$ cat src/rtl/core/plin_pkg.sv
// ----------------------------------------------------------------------------
// plin_pkg
// Shared widths, codes and types of the piecewise linear interpolator.
// ----------------------------------------------------------------------------
package plin_pkg;

    localparam int DATA_W         = 32;
    localparam int CNT_W          = 7;
    localparam int IDX_W          = 6;
    localparam int STATUS_W       = 2;
    localparam int PADDR_W        = 3;
    localparam int PDATA_W        = 32;
    localparam int MAX_POINTS_DEF = 64;

    localparam logic REQ_WRITE = 1'b0;
    localparam logic REQ_EVAL  = 1'b1;

    localparam logic REG_POINT_COUNT = 1'b0;

    typedef enum logic [STATUS_W-1:0] {
        ST_OK    = 2'd0,
        ST_FEW   = 2'd1,
        ST_NOSEG = 2'd2,
        ST_ZERO  = 2'd3
    } t_status;

    typedef struct packed {
        logic signed [DATA_W-1:0] x;
        logic signed [DATA_W-1:0] x0;
        logic signed [DATA_W-1:0] y0;
        logic signed [DATA_W-1:0] x1;
        logic signed [DATA_W-1:0] y1;
    } t_seg;

    typedef struct packed {
        logic                     done;
        logic signed [DATA_W-1:0] value;
        t_status                  status;
    } t_arith_rsp;

endpackage

$ cat src/rtl/core/plin_tbl.sv
// ----------------------------------------------------------------------------
// plin_tbl
// Breakpoint memory, one (x, y) row per entry, registered read.
// ----------------------------------------------------------------------------
module plin_tbl #(
    parameter int MAX_POINTS = plin_pkg::MAX_POINTS_DEF
) (
    input  logic                                 i_clk,
    input  logic                                 i_rst_n,
    input  logic                                 i_wr_en,
    input  logic [$clog2(MAX_POINTS)-1:0]        i_wr_addr,
    input  logic signed [plin_pkg::DATA_W-1:0]   i_wr_x,
    input  logic signed [plin_pkg::DATA_W-1:0]   i_wr_y,
    input  logic [$clog2(MAX_POINTS)-1:0]        i_rd_addr,
    output logic signed [plin_pkg::DATA_W-1:0]   o_rd_x,
    output logic signed [plin_pkg::DATA_W-1:0]   o_rd_y
);
    import plin_pkg::*;

    logic [2*DATA_W-1:0] r_mem [MAX_POINTS];
    logic [MAX_POINTS-1:0] r_vld;
    logic [2*DATA_W-1:0] r_rd_row;
    logic                r_rd_vld;

    always_ff @(posedge i_clk) begin
        if (i_wr_en) begin
            r_mem[i_wr_addr] <= {i_wr_x, i_wr_y};
        end
        r_rd_row <= r_mem[i_rd_addr];
        r_rd_vld <= r_vld[i_rd_addr];
    end

    always_ff @(posedge i_clk) begin
        if (!i_rst_n) begin
            r_vld <= '0;
        end else if (i_wr_en) begin
            r_vld[i_wr_addr] <= 1'b1;
        end
    end

    assign o_rd_x = r_rd_vld ? r_rd_row[2*DATA_W-1:DATA_W] : '0;
    assign o_rd_y = r_rd_vld ? r_rd_row[DATA_W-1:0]        : '0;

endmodule

$ cat config.mk
export PLATFORM = sky130hd
export DESIGN_NAME = plin_tbl
export DESIGN_NICKNAME = d
export VERILOG_FILES = /design/src/rtl/core/plin_pkg.sv /design/src/rtl/core/plin_tbl.sv
export SDC_FILE = /design/constraint.sdc
export NUM_CORES = 2
export LEC_CHECK = 0
export ABC_AREA = 0
export ABC_CLOCK_PERIOD_IN_PS = 7100
export BUFFER_PORTS_ARGS = -buffer_cell sky130_fd_sc_hd__buf_4
export CAP_MARGIN = 20
export CORE_UTILIZATION = 59
export CTS_BUF_LIST = sky130_fd_sc_hd__clkbuf_4
export DETAILED_ROUTE_END_ITERATION = 6
export PLACE_DENSITY = 0.83
export SYNTH_ARGS = -nofsm -noshare
export SYNTH_HDL_FRONTEND = slang
export SYNTH_SLANG_ARGS = --single-unit
$ cat constraint.sdc
create_clock -name i_clk -period 7.1 [get_ports i_clk]
set_clock_uncertainty 0.15 [all_clocks]
set_input_delay 1.065 -clock i_clk [delete_from_list [all_inputs] [get_ports i_clk]]
set_output_delay 1.065 -clock i_clk [all_outputs]
set_load 0.03 [all_outputs]
Yosys cells after proc, flatten, opt, wreduce, memory -nomap -nowiden
Memories as Yosys holds them, arrays and structs flattened. A register that Yosys moved wholly into a read port is not among the register bits.
Index checks and enable logic that the tools add are counted.
{ "classes": {"div_mod_pow": 0, "reduce_logical": 1, "n_bitwise": 1, "n_mux": 8, "mul": 0, "eq_ne": 0, "shift": 0, "n_addsub": 0, "n_lt_le_gt_ge": 3} }
{ "op_table": {"columns": ["operator", "n"], "rows": [
  ["32-bit 2-to-1 mux", 2],
  ["64-bit bitwise OR", 1],
  ["6-bit by 7-bit < comparator with 1-bit output (second input constant)", 2],
  ["1-bit binary-select mux with 6-bit select", 1],
  ["1-bit demux with 6-bit select", 1],
  ["6-bit by 1-bit greater-or-equal comparator with 1-bit output (second input constant)", 1],
  ["1-bit 2-to-1 mux", 4],
  ["1-bit logical AND", 1]
]} }
{ "totals": {"n_memories": 1, "rom_bits": 0, "reg_bits": 65, "input_bits": 79, "latchBits": 0, "word_cells": 16, "mem_bits_rw": 4096, "out_inout_bits": 64} }
{ "mem_list": {"columns": ["memory", "words", "width", "rd", "rd_clocked_by_memory_dff", "write_ports", "line_no", "rtl"], "rows": [
  ["r_mem", 64, 64, 1, 1, 1, "plin_tbl.sv:20", "logic [2*DATA_W-1:0] r_mem [MAX_POINTS];"]
]} }

Logic depth before layout (Yosys ltp)
{ "logic_depth": {"word_depth": 5, "ltp_mapped": 10, "ltp_nobuf": 5} }

Worst setup path before layout
OpenSTA, ideal clock, no wires.
{ "synth_timing": {"path_kind": "input to register", "start": "input i_wr_addr[4]", "end": "memory r_mem[48][0] (netlist name) (enable)", "path_stages": 4, "setup_ps": 567, "n_path_buf": 1, "slack_ps": 411, "required_ps": 6383, "t_arrival_ps": 5972, "cell_sequence": "clkbuf_1 > and3b_1 > nand2_1 > nor3_1"} }
{ "synth_rtl": {"columns": ["element", "line_no", "rtl"], "rows": [
  ["start: declaration", "plin_tbl.sv:11", "input logic [$clog2(MAX_POINTS)-1:0] i_wr_addr,"],
  ["end: declaration", "plin_tbl.sv:20", null]
]} }
No word-level cell before the write port.

Worst setup path in the final report
{ "layout_timing": {"start": "register r_rd_vld", "end": "output o_rd_y[8] (netlist name)"} }
{ "layout_between": {"elab_chain_cells": 1} }
{ "layout_lines": {"columns": ["element", "line_no", "rtl"], "rows": [
  ["start: declaration", "plin_tbl.sv:23", "logic r_rd_vld;"],
  ["start signal: assignment", "plin_tbl.sv:30", "r_rd_vld <= r_vld[i_rd_addr];"],
  ["32-bit 2-to-1 mux", "plin_tbl.sv:42", "assign o_rd_y = r_rd_vld ? r_rd_row[DATA_W-1:0] : '0;"],
  ["end: declaration", "plin_tbl.sv:16", "output logic signed [plin_pkg::DATA_W-1:0] o_rd_y"]
]} }
No other way between the ends.

==> impl_metrics.toml <==
[sta]
setup_viol_count_final = 0
setup_tns_ps = 0
tightest_slew_margin_relative_to_the_limit_pct = 17.36
timing.fmax_ghz = 0.2045
rsz0062_at_grt = "no"
period_utilization_pct = 68.88
tightestPinTransition_ps = 1208
report.final.hold_viol_count = 0
finalWorstPathRequiredPeriod_ps = 4891
final_max_slew_viol_count = 0

[floorplan]
dieWidth_um = 520.9
starting_density_of_the_core_pct = 59.30
fp.dieArea_um2 = 271300
num_rows = 190
design.portCount = 143
fp.dieH_um = 520.9
fp.coreArea_um2 = 267900

[synthesis]
syn-instance-count = 6776
synth_enable_flop_cells = 4096
synth_sequential_area_ratio_pct = 79.05
mappedNetlistNets = 6855
synth-async-reset-ratio_pct = 0
synth_cell_types = 39
post_synth_design_cell_area_um2 = 158900
synth-warning-count = 0
synth.ff_latch_count = 4225
syn_area_per_cell_um2 = 23.45
synth-main-ff-cell = "sky130_fd_sc_hd__edfxtp_1"

[min_path]
timing.hold.worst.class = "input port to flop"

[power_and_ir_drop]
power.clock.fraction_pct = 39.0
power.share.sequential_pct = 56.0
leakage_nw = 56.67
worst_ir_drop_vdd_uv = 173.9
netSwitchingPower_mw = 11.57
powerDensity_nw_per_um2 = 277.8
switching_share_pct = 23.40
combPwrFrac_pct = 5.0
cell_internal_pwr_mw = 37.87

[clock_tree]
clock_tree.htree_level_count = 6
tritoncts.num_buffers = 953
clk_latency_ps = 1700
post_cts_hold_buffers = 70
clock_sink_total = 4225
clk_pin_slew_ps = 80
post_cts.resized_instances = 0
root_buffer = "sky130_fd_sc_hd__clkbuf_4"
buffers_inserted_during_post_cts_setup_optimization = 0
cts_max_path_buffers = 4
cts_tree = "done"

[global_routing]
vias_in_the_first_global_route = 87920
globalRoute.totalOverflow = 0
gr-usage-all-layers_pct = 33.44
grt_antenna_before_repair = 41
maximum_number_of_pins_on_one_net_before_global_route_repair = 118
grt_pass1_wl_um = 631100

[setup_path]
worstSetupStartpointType = "flop"
critical-path-slowest-cell = "sky130_fd_sc_hd__buf_4"
worst_ep_arrival_time_ps = 3680
crit_path_frequent_cell = "sky130_fd_sc_hd__buf_4"
cp_data_required_time_ps = 5880
crit_path_cell_trace = "buf_4 > and2_1 > buf_4"
cp_class = "flop to primary output"
cp-end-kind = "primary output"
worst-path-buf-inv = 2
ff2ff_setup_slack_ps = 4380
crit_path_max_incr_delay_ps = 830
critical_path.top_delay_family = "buffers and inverters"
path_max_fanout = 52

[layout]
final_layout_size_suffix_gt1_share_pct = 34.53
final_cell_count_no_fill = 12060
design.final.nets = 7802
layout.cell_area.non_filler_um2 = 178000
area_delta_synth_final_pct = 12.05

[detailed_routing]
wire_per_inst_um = 37.77
vias_per_cell = 7.140
via_count = 86090
route.detailed.drc = 3
drt.antenna.violating_nets = 0
first_pass_iters = 7
route.final.wire_length_um = 455400
starting_drc_count_in_detailed_routing = 14670

[run_status]
failed_checks = "design-rule violations"
run_status = "finished, violations left"

[placed_design]
place.detailed.instances = 10250
hpwlAfterDp_um = 219000
gp_congestion = 0.7965
dpl_cell_area_um2 = 164800
port-buffer-count = 142

[run]
cap_violations = 0
## flip-flops by register name, summed over array words and instances (netlist names)
name	count
r_rd_vld	1
r_rd_row	64
r_mem	4096
r_vld	64
## synth_stat cells, drive strengths merged, types with 3 or more instances
master   number  area, µm²
edfxtp     4096     123000
nor2         86      322.8
nand3        95      475.5
clkbuf      143      540.5
o21ai         5      25.02
a2111oi      19      166.4
nand2b        9      56.30
a31oi        19      118.9
o22ai       105      656.9
buf         249       1559
and3         21      131.4
nor3          4      20.02
a22oi       260       1952
mux2i       131       1311
or2           3      18.77
and2         67      419.2
mux4       1040      23420
nor2b        48      300.3
o21a         64      480.5
nand2        39      146.4
a21oi        25      125.1
a211oi       21      157.7
dfxtp       129       2582
o211a        24      240.2
o221ai       65      569.3
## tightest hold or removal path, delay by kind of cell
family          cells  cell delay, ps
compound gates      2             500
buf+inv             1             240
simple gates        1             170
## per-stage QoR
step | setup WS [ps] | utilization (%) | power, mW | hold slack (ps)
floorplan | 411.2 | - | 29.52 | 285.4
global placement | 2405 | 61.53 | 30.45 | 291.0
detailed placement | 2267 | 61.53 | 30.55 | 300.4
CTS | 2143 | 66.39 | 49.33 | 113.3
global route | 2160 | 66.43 | 50.74 | 191.2
finish | 2209 | 66.44 | 49.44 | 247.1
## layout by cell type, fill, tap and decap left out, types with 18 or more instances in the layout
| master | instances |
|---|---|
| sky130_fd_sc_hd__o211a_1 | 24 |
| sky130_fd_sc_hd__nor2_1 | 24 |
| sky130_fd_sc_hd__a31oi_1 | 19 |
| sky130_fd_sc_hd__buf_4 | 247 |
| sky130_fd_sc_hd__mux2i_1 | 131 |
| sky130_fd_sc_hd__clkinv_2 | 26 |
| sky130_fd_sc_hd__mux4_2 | 1040 |
| sky130_fd_sc_hd__dlygate4sd3_1 | 70 |
| sky130_fd_sc_hd__clkbuf_4 | 1414 |
| sky130_fd_sc_hd__a21oi_1 | 25 |
| sky130_fd_sc_hd__a2111oi_0 | 19 |
| sky130_fd_sc_hd__nand2_1 | 37 |
| sky130_fd_sc_hd__and2_1 | 66 |
| sky130_fd_sc_hd__inv_6 | 18 |
| sky130_fd_sc_hd__nor2b_1 | 43 |
| sky130_fd_sc_hd__a22oi_1 | 260 |
| sky130_fd_sc_hd__a211oi_1 | 21 |
| sky130_fd_sc_hd__o22ai_1 | 105 |
| sky130_fd_sc_hd__o21a_1 | 64 |
| sky130_fd_sc_hd__o221ai_1 | 65 |
| sky130_fd_sc_hd__nor2_4 | 62 |
| sky130_fd_sc_hd__nand3_1 | 95 |
| sky130_fd_sc_hd__edfxtp_1 | 4096 |
| sky130_fd_sc_hd__dfxtp_1 | 128 |
| sky130_fd_sc_hd__and3_1 | 21 |
| sky130_fd_sc_hd__buf_12 | 61 |
| sky130_fd_sc_hd__clkinv_1 | 225 |
## kinds of logic after synthesis
group,synth area share [%]
AOI/OAI and AO/OA,2.833
DFF,79.05
muxes,15.57
buffers and inverters,1.324
and+or+nand+nor,1.226
## power by group through the flow
stage / registers [mW] / clock network (mW) / logic [mW]
after global routing: 27.7 / 20.5 / 2.55
after floorplan: 28.1 / 0 / 1.40
after CTS: 27.7 / 19.3 / 2.42
after global placement: 28.2 / 0 / 2.26
final: 27.7 / 19.3 / 2.47
after detailed placement: 28.2 / 0 / 2.35
## worst paths after layout
| path | from | endpoint | cells past startpoint |
|---|---|---|---|
| setup / recovery | r_rd_vld | o_rd_y[8] | 3 |
| hold / removal | i_rd_addr[3] | r_rd_row[63] | 4 |
| setup reg to reg | r_mem[10][21] | r_rd_row[21] | 5 |
| hold reg to reg | r_vld[46] | r_vld[46] | 1 |
## layout make-up
type,count,area (µm²)
Timing Repair Buffer,384,3889
Antenna cell,15,37.54
Clock inverter,309,1709
Multi-Input combinational cell,2158,31720
Inverter,1,3.754
Sequential cell,4225,125600
Tap cell,3552,4444
Clock buffer,1414,10620
Fill cell,15440,89920
## per-layer routing
layer  GRT usage (%)  vias to the layer above  part of all wire, %
met3           10.75                     1933                   16
li1                -                    31730                    -
met4           19.61                       30                  6.4
met2           52.41                     9237                   47
met1           41.25                    43160                   30
met5               0                        -                0.047
Power figures use the tool's default switching activity.
