[config.mk]
export PLATFORM = sky130hd
export DESIGN_NAME = plin_arith
export DESIGN_NICKNAME = d
export VERILOG_FILES = /design/src/rtl/core/plin_pkg.sv /design/src/rtl/core/plin_arith.sv
export SDC_FILE = /design/constraint.sdc
export NUM_CORES = 2
export LEC_CHECK = 0
export BUFFER_PORTS_ARGS = -buffer_cell sky130_fd_sc_hd__buf_4
export CORE_MARGIN = 1
export CORE_UTILIZATION = 35
export DETAILED_ROUTE_END_ITERATION = 6
export PLACE_DENSITY = 0.57
export SYNTH_ARGS = -nofsm -noshare
export SYNTH_HDL_FRONTEND = slang
export SYNTH_SLANG_ARGS = --single-unit
[constraint.sdc]
create_clock -name i_clk -period 9.4 [get_ports i_clk]
set_clock_uncertainty 0.15 [all_clocks]
set_input_delay 0.47 -clock i_clk [delete_from_list [all_inputs] [get_ports i_clk]]
set_output_delay 0.47 -clock i_clk [all_outputs]
set_load 0.005 [all_outputs]
[src/rtl/core/plin_pkg.sv]
// ----------------------------------------------------------------------------
// plin_pkg
// Shared widths, codes and types of the piecewise linear interpolator.
// ----------------------------------------------------------------------------
package plin_pkg;

    localparam int DATA_W         = 32;
    localparam int CNT_W          = 7;
    localparam int IDX_W          = 6;
    localparam int STATUS_W       = 2;
    localparam int PADDR_W        = 3;
    localparam int PDATA_W        = 32;
    localparam int MAX_POINTS_DEF = 64;

    localparam logic REQ_WRITE = 1'b0;
    localparam logic REQ_EVAL  = 1'b1;

    localparam logic REG_POINT_COUNT = 1'b0;

    typedef enum logic [STATUS_W-1:0] {
        ST_OK    = 2'd0,
        ST_FEW   = 2'd1,
        ST_NOSEG = 2'd2,
        ST_ZERO  = 2'd3
    } t_status;

    typedef struct packed {
        logic signed [DATA_W-1:0] x;
        logic signed [DATA_W-1:0] x0;
        logic signed [DATA_W-1:0] y0;
        logic signed [DATA_W-1:0] x1;
        logic signed [DATA_W-1:0] y1;
    } t_seg;

    typedef struct packed {
        logic                     done;
        logic signed [DATA_W-1:0] value;
        t_status                  status;
    } t_arith_rsp;

endpackage

[src/rtl/core/plin_arith.sv]
// ----------------------------------------------------------------------------
// plin_arith
// Segment evaluator: differences, one multiply, bit-serial restoring divide,
// round to nearest and saturate; a zero-width segment returns y0.
// ----------------------------------------------------------------------------
module plin_arith (
    input  logic                 i_clk,
    input  logic                 i_rst_n,
    input  logic                 i_start,
    input  plin_pkg::t_seg       i_seg,
    output plin_pkg::t_arith_rsp o_rsp
);
    import plin_pkg::*;

    localparam int PW = 2 * DATA_W;

    typedef enum logic [2:0] {
        A_IDLE,
        A_DIFF,
        A_MUL,
        A_DIV,
        A_RND,
        A_SAT
    } t_astate;

    t_astate            r_state;
    t_seg               r_seg;
    logic [DATA_W-1:0]  r_mdx;
    logic [DATA_W-1:0]  r_mdy;
    logic [DATA_W-1:0]  r_mdw;
    logic               r_neg;
    logic [PW-1:0]      r_p;
    logic [DATA_W-1:0]  r_rem;
    logic [$clog2(PW)-1:0] r_cnt;
    t_arith_rsp         r_rsp;

    logic signed [DATA_W:0]   w_dx;
    logic signed [DATA_W:0]   w_dy;
    logic signed [DATA_W:0]   w_dw;
    logic [DATA_W:0]          w_adx;
    logic [DATA_W:0]          w_ady;
    logic [DATA_W:0]          w_adw;
    logic [DATA_W:0]          w_rem_sh;
    logic                     w_ge;
    logic [DATA_W:0]          w_rem_nx;
    logic                     w_up;
    logic signed [DATA_W+2:0] w_y0e;
    logic signed [DATA_W+2:0] w_q;
    logic signed [DATA_W+2:0] w_sum;
    logic                     w_big;
    logic signed [DATA_W-1:0] w_sat;

    assign w_dx  = {r_seg.x[DATA_W-1], r_seg.x}   - {r_seg.x0[DATA_W-1], r_seg.x0};
    assign w_dy  = {r_seg.y1[DATA_W-1], r_seg.y1} - {r_seg.y0[DATA_W-1], r_seg.y0};
    assign w_dw  = {r_seg.x1[DATA_W-1], r_seg.x1} - {r_seg.x0[DATA_W-1], r_seg.x0};
    assign w_adx = w_dx[DATA_W] ? -w_dx : w_dx;
    assign w_ady = w_dy[DATA_W] ? -w_dy : w_dy;
    assign w_adw = w_dw[DATA_W] ? -w_dw : w_dw;

    assign w_rem_sh = {r_rem, r_p[PW-1]};
    assign w_ge     = w_rem_sh >= {1'b0, r_mdw};
    assign w_rem_nx = w_ge ? (w_rem_sh - {1'b0, r_mdw}) : w_rem_sh;

    assign w_up = {r_rem, 1'b0} >= {1'b0, r_mdw};

    assign w_big = |r_p[PW-1:DATA_W+1];
    assign w_y0e = {{3{r_seg.y0[DATA_W-1]}}, r_seg.y0};
    assign w_q   = {2'b00, r_p[DATA_W:0]};
    assign w_sum = r_neg ? (w_y0e - w_q) : (w_y0e + w_q);

    always_comb begin
        if (w_big) begin
            w_sat = r_neg ? {1'b1, {(DATA_W-1){1'b0}}} : {1'b0, {(DATA_W-1){1'b1}}};
        end else if (w_sum[DATA_W+2:DATA_W-1] == '0 || w_sum[DATA_W+2:DATA_W-1] == '1) begin
            w_sat = w_sum[DATA_W-1:0];
        end else if (w_sum[DATA_W+2]) begin
            w_sat = {1'b1, {(DATA_W-1){1'b0}}};
        end else begin
            w_sat = {1'b0, {(DATA_W-1){1'b1}}};
        end
    end

    always_ff @(posedge i_clk) begin
        if (!i_rst_n) begin
            r_state    <= A_IDLE;
            r_rsp.done <= 1'b0;
        end else begin
            r_rsp.done <= 1'b0;
            case (r_state)
                A_IDLE: begin
                    if (i_start) begin
                        r_seg   <= i_seg;
                        r_state <= A_DIFF;
                    end
                end
                A_DIFF: begin
                    if (w_dw == '0) begin
                        r_rsp.done   <= 1'b1;
                        r_rsp.value  <= r_seg.y0;
                        r_rsp.status <= ST_ZERO;
                        r_state      <= A_IDLE;
                    end else begin
                        r_mdx   <= w_adx[DATA_W-1:0];
                        r_mdy   <= w_ady[DATA_W-1:0];
                        r_mdw   <= w_adw[DATA_W-1:0];
                        r_neg   <= w_dx[DATA_W] ^ w_dy[DATA_W] ^ w_dw[DATA_W];
                        r_state <= A_MUL;
                    end
                end
                A_MUL: begin
                    r_p     <= PW'(r_mdx) * PW'(r_mdy);
                    r_rem   <= '0;
                    r_cnt   <= '1;
                    r_state <= A_DIV;
                end
                A_DIV: begin
                    r_p   <= {r_p[PW-2:0], w_ge};
                    r_rem <= w_rem_nx[DATA_W-1:0];
                    if (r_cnt == '0) begin
                        r_state <= A_RND;
                    end else begin
                        r_cnt <= r_cnt - 1'b1;
                    end
                end
                A_RND: begin
                    r_p     <= r_p + PW'(w_up);
                    r_state <= A_SAT;
                end
                A_SAT: begin
                    r_rsp.done   <= 1'b1;
                    r_rsp.value  <= w_sat;
                    r_rsp.status <= ST_OK;
                    r_state      <= A_IDLE;
                end
                default: begin
                    r_state <= A_IDLE;
                end
            endcase
        end
    end

    assign o_rsp = r_rsp;

endmodule

======== Yosys cells after proc, flatten, opt, wreduce, memory -nomap -nowiden ========
Cells that the tools add are included.
operators by class
  magnitude comparators ................... 2
  bitwise gates (word level) .............. 3
  multiplexer cells ....................... 19
  equality and inequality tests ........... 10
  multipliers ............................. 1
  reductions and logical operators ........ 16
  add/sub/neg operators ................... 11
operators by type and width
  cell                                           number
  2-to-1 mux 32 bit                              8
  case mux 64 bit (3 select lines)               1
  subtractor 32 x 32 -> 33 bit                   3
  negation 32 bit                                3
  2-to-1 mux 35 bit                              2
  case mux 35 bit (2 select lines)               1
  greater-or-equal comparator 33 x 32 -> 1 bit   2
  adder 64 x 1 -> 64 bit                         1
  multiplier 32 x 32 -> 64 bit                   1
  case mux 32 bit (2 select lines)               1
  adder 32 x 34 -> 35 bit                        1
  subtractor 32 x 34 -> 35 bit                   1
  logical NOT 33 bit                             1
  subtractor 32 bit                              1
  OR reduction 31 bit                            1
  case mux 3 bit (5 select lines)                1
  case mux 6 bit (2 select lines)                1
  AND reduction 3 bit                            4
  != test 2 bit, second input constant           4
  == test 3 x 2 -> 1 bit, second input constant  2
  == test 3 bit, second input constant           2
  logical NOT 6 bit                              1
  2-to-1 mux 3 bit                               2
  2-to-1 mux 6 bit                               1
  12 further kinds                               16
word-level totals
  word-level logic and storage cells ...... 78
  output and inout bits ................... 35
  register bits after elaboration ......... 397
  input port bits ......................... 163

======== Logic depth before layout (Yosys ltp) ========
  depth after elaboration ................. 7
  depth in mapped cells ................... 29
  mapped depth without buffers ............ 27

======== Least setup slack after synthesis ========
No wires, ideal clock.
  path kind ............................... reg-to-reg
  from .................................... reg r_mdy[2]
  to ...................................... reg r_p[61] (data pin)
  stages on the path, launching flop included .. 27
  data arrival time ....................... 7.386 ns
  period minus slack after synthesis ...... 7.807 ns
  library setup time ...................... 0.271 ns
  data required time ...................... 8.979 ns
  path buffers ............................ 1
  slack ................................... 1.593 ns
  path through ............................ edfxtp_1 -> clkbuf_1 -> and2_1 -> fa_1 -> inv_1 -> fa_1 -> fa_1 -> fa_1 -> inv_1 -> fa_1 -> inv_1 -> fa_1 -> inv_1 -> fa_1 -> fa_1 -> ha_1 -> a21o_1 -> a21oi_1 -> o21ai_0 -> a221o_1 -> a211o_1 -> a31o_2 -> a221oi_1 -> o21a_1 -> o31a_1 -> xor2_1 -> o211ai_1
on the way
  cells in the longest elaborated chain, start to end .. 2
RTL lines
  item                              RTL line           source
  start, declared                   plin_arith.sv:29   logic [DATA_W-1:0] r_mdy;
  start signal, assigned            plin_arith.sv:104  r_mdy <= w_ady[DATA_W-1:0];
  multiplier 32 x 32 -> 64 bit      plin_arith.sv:111  r_p <= PW'(r_mdx) * PW'(r_mdy);
  case mux 64 bit (3 select lines)  plin_arith.sv:89   case (r_state)
  end signal, assigned              plin_arith.sv:111
  end signal, assigned              plin_arith.sv:117  r_p <= {r_p[PW-2:0], w_ge};
  end signal, assigned              plin_arith.sv:126  r_p <= r_p + PW'(w_up);
  end, declared                     plin_arith.sv:32   logic [PW-1:0] r_p;
Every way passes these cells.
A chain may end at the register's enable or synchronous reset.

======== Worst setup path in the final report ========
  from .................................... reg r_mdy[12]
  to ...................................... reg r_p[62] (data pin)
Same word-level chain as after synthesis.

==> run_results.csv <==
group,metric,value,unit
cts,htree_levels,2,
die,coreArea,0.172,sq mm
critical_path,worstSetupPathType,"register to register",
timing,slew_viol_final,0,
placed_design,post-place-ws,447,ps
critical_path,crit_top_cell,"fa_1",
synthesis,synth_fa_ha_area_frac,0.386,
finish,nets,8183,
routing,dr.pass1.iters,6,
timing,setup_viol,0,
critical_path,crit_fanout,17,
synthesis,synthMuxAreaShare,0.00253,
finish,fin_area,0.0681,sq mm
critical_path,critical-path-slowest-cell,"edfxtp_1",
synthesis,synth-xor-area-share,0.0495,
timing,finalWorstSetupSlack,333,ps
placed_design,globalplace.congestion,0.935,
die,die_x,419,um
timing,max_freq,110,MHz
placed_design,port_buffers,197,
critical_path,r2r-start,"r_mdy[12]$_DFFE_PP_",
worst_hold_path,whs_path_depth,5,
critical_path,cp_top_family,"adder cells",
synthesis,avgSynthCellArea,9.38,sq um
cts,cts.clk_slew.worst_paths,70,ps
grt,grt_pass1_wl,288000,um
critical_path,cp.depth,23,
grt,grt_max_degree,84,
die,die-area,0.175,sq mm
timing,hold_violations,0,
routing,post-route-drc-count,0,
synthesis,yosys_warnings,0,
finish,area_delta_synth_final,12.1,%
synthesis,async_flop_share,0,
routing,num_vias,46537,
synthesis,yosys.area_share.simple,0.169,
cts,post_cts_buffers,0,
routing,wl,183000,um
timing,fin_crit,9070,ps
synthesis,synth_edf_count,392,
routing,wire_per_inst,20.3,um
finish,ff_latch_area,0.0119,sq mm
critical_path,critPathArrivalTime,9260,ps
routing,ant_nets,0,
synthesis,synth_top_family_by_area,"adder cells",
critical_path,regToRegEndpoint,"r_p[62]$_DFFE_PP_",
die,initial_utilization,0.353,
timing,fin_crit_sh,0.965,
worst_hold_path,holdCritStartpoint,"i_start",
cts,numCtsBuffers,48,
grt,antenna_found_initial,6,
critical_path,path_cells,"buf_4 > and2_1 > fa_1 > fa_1 > inv_1 > fa_1 > fa_1 > inv_1 > fa_1 > fa_1 > fa_1 > fa_1 > ha_1 > nand3_1 > or3_1 > nor4_1 > o31ai_1 > nand2_1 > o211ai_1 > a211oi_1 > nor3_1 > o31ai_1 > o211ai_1",
critical_path,startpoint_type,"register",
grt,gr-total-overflow,0,
routing,routed_via_density,5.15,
critical_path,worstRegToRegCells,23,
critical_path,worstSetupEndpointType,"register",
worst_hold_path,min_path_type,"input pin to register",
finish,layout_common_cells,"inv_1 (1014), fa_1 (901), nand2_1 (703)",
synthesis,syn_nets,7976,
finish,multi_input_area,0.0439,sq mm
critical_path,r2r_slack,330,ps
finish,final_common_cell,"inv_1",
cts,cts_tree,"done",
cts,cts_num_sinks,396,
critical_path,critPathBufInv,3,
timing,worst_pin_slew,1130,ps
grt,grt.total_usage,0.212,
synthesis,synth_cell_type_count,104,
status,status,"complete, no violations",
placed_design,place_hpwl,148000,um
cts,root_buffer,"clkbuf_16",
die,die_h,419,um
synthesis,ys_seq_area_frac,0.195,
die,pin_count,198,
synthesis,synth-compound-area-share,0.114,
cts,clk_latency,620,ps
synthesis,ys_seq_elements,396,
die,core.rowCount,152,
critical_path,worstPathRequired,9600,ps
grt,grt_pass1_vias,48207,
cts,cts_max_path_buffers,3,
finish,drive_above_1_share,0.0705,
placed_design,placed_area,0.0649,sq mm
timing,tns,0,ps
synthesis,syn-cell-area,0.0607,sq mm
timing,rsz0062_at_grt,"false",
job,maxCapViolCount,0,
synthesis,ys.flop_type,"edfxtp_1",
synthesis,postSynthCellCount,6479,
worst_hold_path,holdPathEnd,"r_state[0]$_SDFFE_PN0P_",
finish,fillers,16997,
critical_path,max_stage_delay,930,ps
routing,drt_iter0_drc,3149,
timing,slew_headroom,0.243,
## cells by family after synthesis
family,count (synthesis)
simple gates,2017
buf+inv,1342
fa+ha+maj,1334
compound gates,1032
flops,396
xor+xnor,343
mux,15
## worst max-delay path by stage
| stage | end | from | slack (ps) |
|---|---|---|---|
| 2_1_floorplan | r_p[61]$_DFFE_PP_ | r_mdy[2]$_DFFE_PP_ | 1590 |
| 4_1_cts | r_p[62]$_DFFE_PP_ | r_mdy[11]$_DFFE_PP_ | 370 |
| 3_3_place_gp | r_p[51]$_DFFE_PP_ | r_mdy[2]$_DFFE_PP_ | 450 |
| 6_report | r_p[62]$_DFFE_PP_ | r_mdy[12]$_DFFE_PP_ | 330 |
| 5_1_grt | r_p[62]$_DFFE_PP_ | r_mdy[11]$_DFFE_PP_ | 70 |
| 3_5_place_dp | r_p[62]$_DFFE_PP_ | r_mdy[11]$_DFFE_PP_ | 450 |
## area by class of cell
cell class,count,area share
Multi-Input combinational cell,4741,0.644
Sequential cell,396,0.174
Timing Repair Buffer,485,0.0603
Inverter,1014,0.0559
Tap cell,2310,0.0425
Clock buffer,56,0.0185
Clock inverter,31,0.00445
Antenna cell,1,0.0000368
## registers in the layout, indices dropped and copies added (netlist names)
name and flops:
r_mdx 32, r_neg 1, r_state 3, r_mdy 32, r_seg 160, r_cnt 6
r_p 64, r_rem 32, r_mdw 32, o_rsp 34
## what timing repair did
item	in CTS	in global routing
hold buffers	161	0
gates resized for setup	0	0
endpoints found under the hold margin	162	0
## per-layer routing
metal	track usage	part of all wire	vias up
met1	0.297	0.45	23505
met4	0.0538	0.027	0
li1	-	-	21521
met5	0	0	-
met3	0.0222	0.054	203
met2	0.347	0.47	1308
## metrics by stage
stage	utilization	cells	hold WS, ps
global placement	0.378	8785	361
floorplan	-	6479	312
detailed placement	0.378	8785	360
CTS	0.396	9033	127
finish	0.396	9034	173
global route	0.396	9034	185
## worst register-to-register path, delay by kind of cell, from the launching register on
| family | cells | cell delay [ps] |
|---|---|---|
| flops | 1 | 930 |
| fa+ha+maj | 9 | 4420 |
| compound gates | 5 | 1330 |
| buf+inv | 3 | 490 |
| simple gates | 6 | 1530 |
## cell usage after synthesis, types with 9 or more instances
| library cell | n | share of area |
|---|---|---|
| ha_1 | 433 | 0.089 |
| a21oi_1 | 290 | 0.024 |
| o31ai_1 | 29 | 0.0036 |
| or4_1 | 9 | 0.0011 |
| nor2_1 | 221 | 0.014 |
| nor3_1 | 91 | 0.0075 |
| a221o_1 | 21 | 0.0035 |
| mux2i_1 | 12 | 0.0020 |
| o21ai_0 | 190 | 0.016 |
| fa_1 | 901 | 0.30 |
| or2_2 | 17 | 0.0018 |
| o21a_1 | 36 | 0.0044 |
| a31oi_1 | 32 | 0.0033 |
| nor2b_1 | 45 | 0.0046 |
| edfxtp_1 | 392 | 0.19 |
| and2_1 | 607 | 0.063 |
| nand3_1 | 74 | 0.0061 |
| a211oi_1 | 33 | 0.0041 |
| xor2_1 | 116 | 0.017 |
| a21o_1 | 135 | 0.017 |
| o21bai_1 | 31 | 0.0038 |
| a211o_1 | 27 | 0.0039 |
| nand4_1 | 43 | 0.0044 |
| inv_1 | 1014 | 0.063 |
| o211a_1 | 9 | 0.0015 |
| or3_1 | 31 | 0.0032 |
| xnor2_1 | 227 | 0.033 |
| nor4_1 | 37 | 0.0038 |
| a32oi_1 | 11 | 0.0016 |
| nand2_1 | 705 | 0.044 |
| nand2b_1 | 33 | 0.0034 |
| o211ai_1 | 32 | 0.0040 |
| a22oi_1 | 27 | 0.0033 |
| clkbuf_1 | 309 | 0.019 |
| o221ai_1 | 19 | 0.0027 |
| and4_1 | 14 | 0.0020 |
| and3_1 | 45 | 0.0046 |
Power is not shown: default switching activity piles up to over one toggle a cycle in this logic, so the estimate is an artifact.
